<file path="config.mk">
export PLATFORM = sky130hd
export DESIGN_NAME = tks_cell
export DESIGN_NICKNAME = d
export VERILOG_FILES = /design/src/rtl/tks_pkg.sv /design/src/rtl/tks_cell.sv
export SDC_FILE = /design/constraint.sdc
export NUM_CORES = 1
export LEC_CHECK = 0
export BUFFER_PORTS_ARGS = -buffer_cell sky130_fd_sc_hd__buf_4
export CAP_MARGIN = 20
export CORE_AREA = 2 2 86 88
export CTS_BUF_LIST = sky130_fd_sc_hd__clkbuf_8
export DETAILED_ROUTE_END_ITERATION = 8
export DIE_AREA = 0 0 88 90
export PLACE_DENSITY = 0.81
export SKIP_LAST_GASP = 1
export SLEW_MARGIN = 25
export SYNTH_ARGS = -nofsm -noshare
export SYNTH_HDL_FRONTEND = slang
export SYNTH_SLANG_ARGS = --single-unit
</file>
<file path="constraint.sdc">
create_clock -name clk -period 6.8 [get_ports clk]
set_input_delay 0.68 -clock clk [delete_from_list [all_inputs] [get_ports clk]]
set_output_delay 0.68 -clock clk [all_outputs]
set_load 0.01 [all_outputs]
</file>
<file path="src/rtl/tks_pkg.sv">
package tks_pkg;
  localparam int MAX_KEEP = 64;
  localparam int MAX_ROW = 65536;
  localparam int KW = $clog2(MAX_KEEP + 1);
  localparam int IW = (MAX_KEEP > 1) ? $clog2(MAX_KEEP) : 1;
  localparam logic [15:0] POS_TOP = 16'(((MAX_ROW - 1) < 65535) ? (MAX_ROW - 1) : 65535);

  localparam logic [1:0] REG_KEEP = 2'd0;
  localparam logic [1:0] REG_LARGEST = 2'd1;
  localparam logic [1:0] REG_ORDER = 2'd2;

  typedef struct packed {
    logic [31:0] value;
    logic [15:0] pos;
  } entry_t;

  // Cell control broadcast along the chain.
  typedef struct packed {
    logic       insert;
    logic       largest;
    logic [KW-1:0] k;
    entry_t     item;
  } ctl_t;

  // Float compare a better than b (NaN never better).
  function automatic logic better(input logic [31:0] a, input logic [31:0] b,
                                  input logic largest);
    logic an, bn, gt, lt, az;
    an = (a[30:23] == 8'hff) && (a[22:0] != 0);
    bn = (b[30:23] == 8'hff) && (b[22:0] != 0);
    az = (a[30:0] == 0) && (b[30:0] == 0);
    if (a[31] != b[31]) begin
      gt = !a[31];
    end else if (!a[31]) begin
      gt = a[30:0] > b[30:0];
    end else begin
      gt = a[30:0] < b[30:0];
    end
    lt = !gt && (a != b) && !az;
    if (an || bn || az) begin
      better = 1'b0;
    end else begin
      better = largest ? gt : lt;
    end
  endfunction
endpackage

</file>
<file path="src/rtl/tks_cell.sv">
module tks_cell import tks_pkg::*; (
  input  logic          clk,
  input  logic          rst_n,
  input  logic [IW-1:0] idx,
  input  ctl_t          ctl,
  input  logic          clear,
  input  logic          left_valid,
  input  entry_t        left_entry,
  input  logic          left_take,
  output logic          take,
  output logic          valid,
  output entry_t        entry
);
  logic   valid_r;
  entry_t entry_r;
  logic   active;
  assign active = ({1'b0, idx} < ctl.k);
  assign take = active && ctl.insert &&
                (!valid_r || better(ctl.item.value, entry_r.value, ctl.largest));
  assign valid = valid_r && active;
  assign entry = entry_r;

  // A cell past the kept count drops its entry only when an element arrives or the row
  // is cleared, so a lowered and raised count between elements keeps the list intact.
  always_ff @(posedge clk) begin
    if (!rst_n || clear) begin
      valid_r <= 1'b0;
    end else if (ctl.insert && !active) begin
      valid_r <= 1'b0;
    end else if (take) begin
      valid_r <= left_take ? left_valid : 1'b1;
      entry_r <= left_take ? left_entry : ctl.item;
    end
  end
endmodule

</file>
# After elaboration in Yosys (flattened, before gate mapping)
# Index checks and enable logic that the tools add are counted.
dict set report word_totals {
  out_inout_bits 50
  register_bits 49
  inputBits 116
}
dict set report classes {
  muxes 6
  bitwise 2
  n_reduce_logical 25
  n_lt_le_gt_ge 3
  eq_ne 4
}
# op count
set ops {}
lappend ops {{zero test 31 bit} 2}
lappend ops {{2-to-1 mux 48 bit} 1}
lappend ops {{nonzero test 23 bit} 2}
lappend ops {{!= test 32 bit} 1}
lappend ops {{> comparator 31 bit} 1}
lappend ops {{less-than comparator 31 bit} 1}
lappend ops {{equality test 8 bit (second input constant)} 2}
lappend ops {{logical AND 1 bit} 9}
lappend ops {{less-than comparator 6 x 7 -> 1 bit} 1}
lappend ops {{zero test 1 bit} 6}
lappend ops {{2-to-1 mux 1 bit} 5}
lappend ops {{logical OR 1 bit} 4}
lappend ops {{AND reduction 3 bit} 1}
lappend ops {{inverter 1 bit} 2}
lappend ops {{OR reduction 2 bit} 1}
lappend ops {{!= test 1 bit} 1}

# Depth between registers and ports, before layout
dict set report logic_depth {
  word_depth 11
  depth_mapped 10
}

# Worst setup path after synthesis
# OpenSTA, ideal clock, no wires.
dict set report synth_path {
  kind {input to register}
  from {in ctl[45] in the netlist's numbering}
  to {reg entry_r (netlist bit entry[0]), enable pin}
  setup_slack_ns 0.804
  stages 9
  arrival_time_ns 5.502
  setup_time_ns 0.494
  path_buffers 0
  required_ns 6.306
  path_cell_list {ha_1 -> nand4_1 -> or2_1 -> a21oi_1 -> or4b_1 -> a21o_1 -> mux2i_1 -> a2111o_1 -> a2111oi_2}
}
dict set report synth_between {
  elab_chain_cells 11
}
# element line
set synth_rtl {}
lappend synth_rtl {{start: declaration} tks_cell.sv:5} ;# input ctl_t ctl,
lappend synth_rtl {{> comparator 31 bit or less-than comparator 31 bit (tied branches)} {tks_pkg.sv:35, tks_pkg.sv:37}}
lappend synth_rtl {{2-to-1 mux 1 bit} tks_pkg.sv:34} ;# end else if (!a[31]) begin
lappend synth_rtl {{2-to-1 mux 1 bit} tks_pkg.sv:32} ;# if (a[31] != b[31]) begin
lappend synth_rtl {{zero test 1 bit} tks_pkg.sv:39} ;# lt = !gt && (a != b) && !az;
lappend synth_rtl {{logical AND 1 bit (2 in a row)} tks_pkg.sv:39}
lappend synth_rtl {{2-to-1 mux 1 bit} tks_pkg.sv:43} ;# better = largest ? gt : lt;
lappend synth_rtl {{2-to-1 mux 1 bit *} tks_pkg.sv:40} ;# if (an || bn || az) begin
lappend synth_rtl {{logical OR 1 bit *} tks_cell.sv:19} ;# (!valid_r || better(ctl.item.value, entry_r.value, ctl.largest));
lappend synth_rtl {{logical AND 1 bit *} tks_cell.sv:18} ;# assign take = active && ctl.insert &&
lappend synth_rtl {{AND reduction 3 bit (no line) *} -}
lappend synth_rtl {{end signal: assignment} tks_cell.sv:32} ;# entry_r <= left_take ? left_entry : ctl.item;
lappend synth_rtl {{end: declaration} tks_cell.sv:15} ;# entry_t entry_r;
# Mark *: on every way between the ends. The rest lies on a longest branch, timed or not.
# A chain may end at the register's enable or synchronous reset.

# Worst setup path after layout
dict set report layout_path {
  from {in ctl[45] in the netlist's numbering}
  to {out take}
}
dict set report layout_between {
  elab_chain_cells 10
}
# element line
set layout_rtl {}
lappend layout_rtl {{> comparator 31 bit or less-than comparator 31 bit (tied branches)} {tks_pkg.sv:35, tks_pkg.sv:37}}
lappend layout_rtl {{2-to-1 mux 1 bit} tks_pkg.sv:34}
lappend layout_rtl {{2-to-1 mux 1 bit} tks_pkg.sv:32}
lappend layout_rtl {{zero test 1 bit} tks_pkg.sv:39}
lappend layout_rtl {{logical AND 1 bit (2 in a row)} tks_pkg.sv:39}
lappend layout_rtl {{2-to-1 mux 1 bit} tks_pkg.sv:43}
lappend layout_rtl {{2-to-1 mux 1 bit *} tks_pkg.sv:40}
lappend layout_rtl {{logical OR 1 bit *} tks_cell.sv:19}
lappend layout_rtl {{logical AND 1 bit *} tks_cell.sv:18}
lappend layout_rtl {{end: declaration} tks_cell.sv:10} ;# output logic take,
# Marked as above.

==> run summary <==
status: finished clean
DP Wirelength: 7230 µm
Nets: 606
Cell variety after synth: 33
top_reg_cell synth: sky130_fd_sc_hd__edfxtp_1
async set-reset flop share out of synthesis: 0%
clock latency on the worst-skew pair: 0.30 ns
share of post-route cells with drive strength above 1: 48.8%
setup tns final: 0 ns
num ports: 166
launching point of the worst reg2reg path: entry[45]$_DFFE_PP_
postcts setup bufs: 0
Finish-stage setup viols: 0
Net Count, Synth: 438
footprint of the flip-flops and latches: 1460 µm²
worst min-delay path startpoint: left_entry[16]
maximum net fanout on the critical path: 4
worst hold margin: 0.652 ns
Min-Delay Path Class: in -> reg
total area of multi-input combinational cells: 1610 µm²
per-cell via count in the routed design: 5.20
final worst slack: 3.07 ns
post-route DRC violation count: 0
maximum cell stage delay along the critical path: 0.50 ns
slew at the pin with the worst max-slew slack: 0.653 ns
mean area per synthesized cell: 11.3 µm²
antenna viol nets, final: 0
Layout area overhead: 45.6%
global router's overall resource usage: 22.4%
share of the cycle needed by the critical path after routing: 54.8%
Port Buffer Count: 165
aggregate global routing overflow: 0
number of fillers in the final layout: 574
static leakage: 2.15 nW
horizontal die dimension: 88 µm
critical path data arrival time: 3.05 ns
Fin. Hold Viols: 0
Vias: 2,883
largest voltage drop on the vdd net: 84.4 µV
maximum level of the CTS H-tree: 2
global-route wire length before repair: 14,100 µm
wirelength, routed: 8850 µm
Bufs on Longest Clock Path: 2
final worst clock skew: 0.00857 ns
ant diodes: 0
Critical-path top delay cell: sky130_fd_sc_hd__or4b_1
Post-CTS Resized: 0
Rows: 31
clock input transition at the sequential cells of the worst setup and hold paths: 0.09 ns
Post-synth EDFFs: 48
starting density of the core: 46.0%
via count of the first global-routing pass: 3,079
Design Power: 0.718 mW
number of buffers added by the clock tree synthesis step: 5
area of the die: 7920 µm²
max-cap violations: 0
count of final max-slew check failures: 0
flop2flop setup slack: 3.22 ns
required time worst endpoint: 6.12 ns
CP Launch Type: primary input
routability cong.: 0.892
Power Dens Cells: 153 nW/µm²
commonest non-fill, non-tap cell in the layout: sky130_fd_sc_hd__buf_4
yosys synthesis warning count: 0
worst max-slew margin expressed relative to the limit: 56.5%
clock tree from TritonCTS: done
crit path kind: in -> out
startpoint of the most critical setup path: ctl[45]
max frequency: 268 MHz
Cell Area, Synth: 3230 µm²
sequence of cells on the critical path: buf_4 -> ha_1 -> nand4_1 -> or2_1 -> a21oi_1 -> or4b_1 -> a21o_1 -> mux2i_1 -> a2111o_1 -> a21oi_1 -> buf_4
length of the first detailed-routing pass in iterations: 4
Floorplan Core Area: 7020 µm²
TritonCTS sink count: 49
fin crit period: 3.73 ns
post-placement worst setup slack: 2.86 ns
element type at the critical path end: primary output
most used cells in the layout excluding fill and tap cells: sky130_fd_sc_hd__buf_4 (167), sky130_fd_sc_hd__edfxtp_1 (48), sky130_fd_sc_hd__mux2_2 (47)
Wirelength per Cell: 16.0 µm
DIE HEIGHT: 90 µm
Initial DRC Count: 106
maximum number of pins on one net before global-route repair: 51
sequential fraction of the synthesis area: 45.2%
cts hold-fix bufs: 0
root buffer cell: sky130_fd_sc_hd__clkbuf_8
FF+latch count, synth: 49
Post-Synthesis Cells: 286
RSZ-0062 raised after global routing: false
number of antenna violations at the first check in global routing: 0
==> state kept, by name, indices dropped and copies added (netlist names) <==
signal,count
valid_r,1
entry,48
==> layout make-up <==
type	instances	share of cell area (%)
Sequential cell	49	31.1
Multi-Input combinational cell	192	34.3
Tap cell	99	2.63
Clock inverter	3	0.798
Inverter	39	3.11
Timing Repair Buffer	167	26.6
Clock buffer	5	1.46
==> metrics by stage <==
step / area, µm² / util [%] / instances
after global placement: 4600 / 65.5 / 546
after detailed placement: 4600 / 65.5 / 546
final: 4700 / 67.0 / 554
after CTS: 4700 / 67.0 / 554
after global routing: 4700 / 67.0 / 554
after floorplan: 3230 / - / 286
==> cell usage after synthesis, types with 2 or more instances <==
library cell | number | share of area, %
sky130_fd_sc_hd__a211oi_1 | 2 | 0.46
sky130_fd_sc_hd__a21o_1 | 4 | 0.93
sky130_fd_sc_hd__a21oi_1 | 19 | 2.9
sky130_fd_sc_hd__clkbuf_1 | 5 | 0.58
sky130_fd_sc_hd__edfxtp_1 | 48 | 45
sky130_fd_sc_hd__ha_1 | 36 | 14
sky130_fd_sc_hd__inv_1 | 39 | 4.5
sky130_fd_sc_hd__mux2_2 | 47 | 16
sky130_fd_sc_hd__nand2_1 | 16 | 1.9
sky130_fd_sc_hd__nand2b_1 | 3 | 0.58
sky130_fd_sc_hd__nand3_1 | 7 | 1.1
sky130_fd_sc_hd__nand4_1 | 11 | 2.1
sky130_fd_sc_hd__nor2_1 | 8 | 0.93
sky130_fd_sc_hd__nor3_1 | 5 | 0.77
sky130_fd_sc_hd__nor4_1 | 14 | 2.7
sky130_fd_sc_hd__o21ai_0 | 5 | 0.77
==> final timing paths <==
check	depth (start not counted)	to
min	3	entry[16]$_DFFE_PP_
min reg2reg	2	valid_r$_SDFFE_PP0P_
max	11	take
max reg2reg	11	entry[34]$_DFFE_PP_
==> worst max-delay path: cells and delay by family <==
family / cells / cell delay (ns)
and+or+nand+nor: 3 / 0.78
muxes: 1 / 0.13
AOI/OAI and AO/OA: 4 / 0.85
buffers and inverters: 2 / 0.27
adders and majority gates: 1 / 0.32
==> report_power, final <==
part	internal [mW]	switching [mW]	total (mW)
Clock	0.107	0.0992	0.207
Combinational	0.0936	0.0657	0.159
Sequential	0.345	0.00683	0.352
Total	0.546	0.172	0.718
==> kinds of logic (layout without fill, tap and decap cells) <==
logic type                 count (synthesis)  count (layout)  share of synthesized area [%]
buffers and inverters                     45             214                           5.23
and+or+nand+nor                           71              71                           11.7
DFF                                       49              49                           45.2
adders and majority gates                 36              36                           13.9
AOI/OAI and AO/OA                         37              37                           7.24
muxes                                     48              48                           16.7
==> routing by layer <==
layer	wire, µm	vias to the layer above	track usage, %
li1	-	1406	-
met1	3380	1354	25.9
met2	4670	115	40.2
met3	705	8	6.15
met4	103	0	5.64
met5	0	-	0
Note: power is estimated with default switching activity, not from simulation.
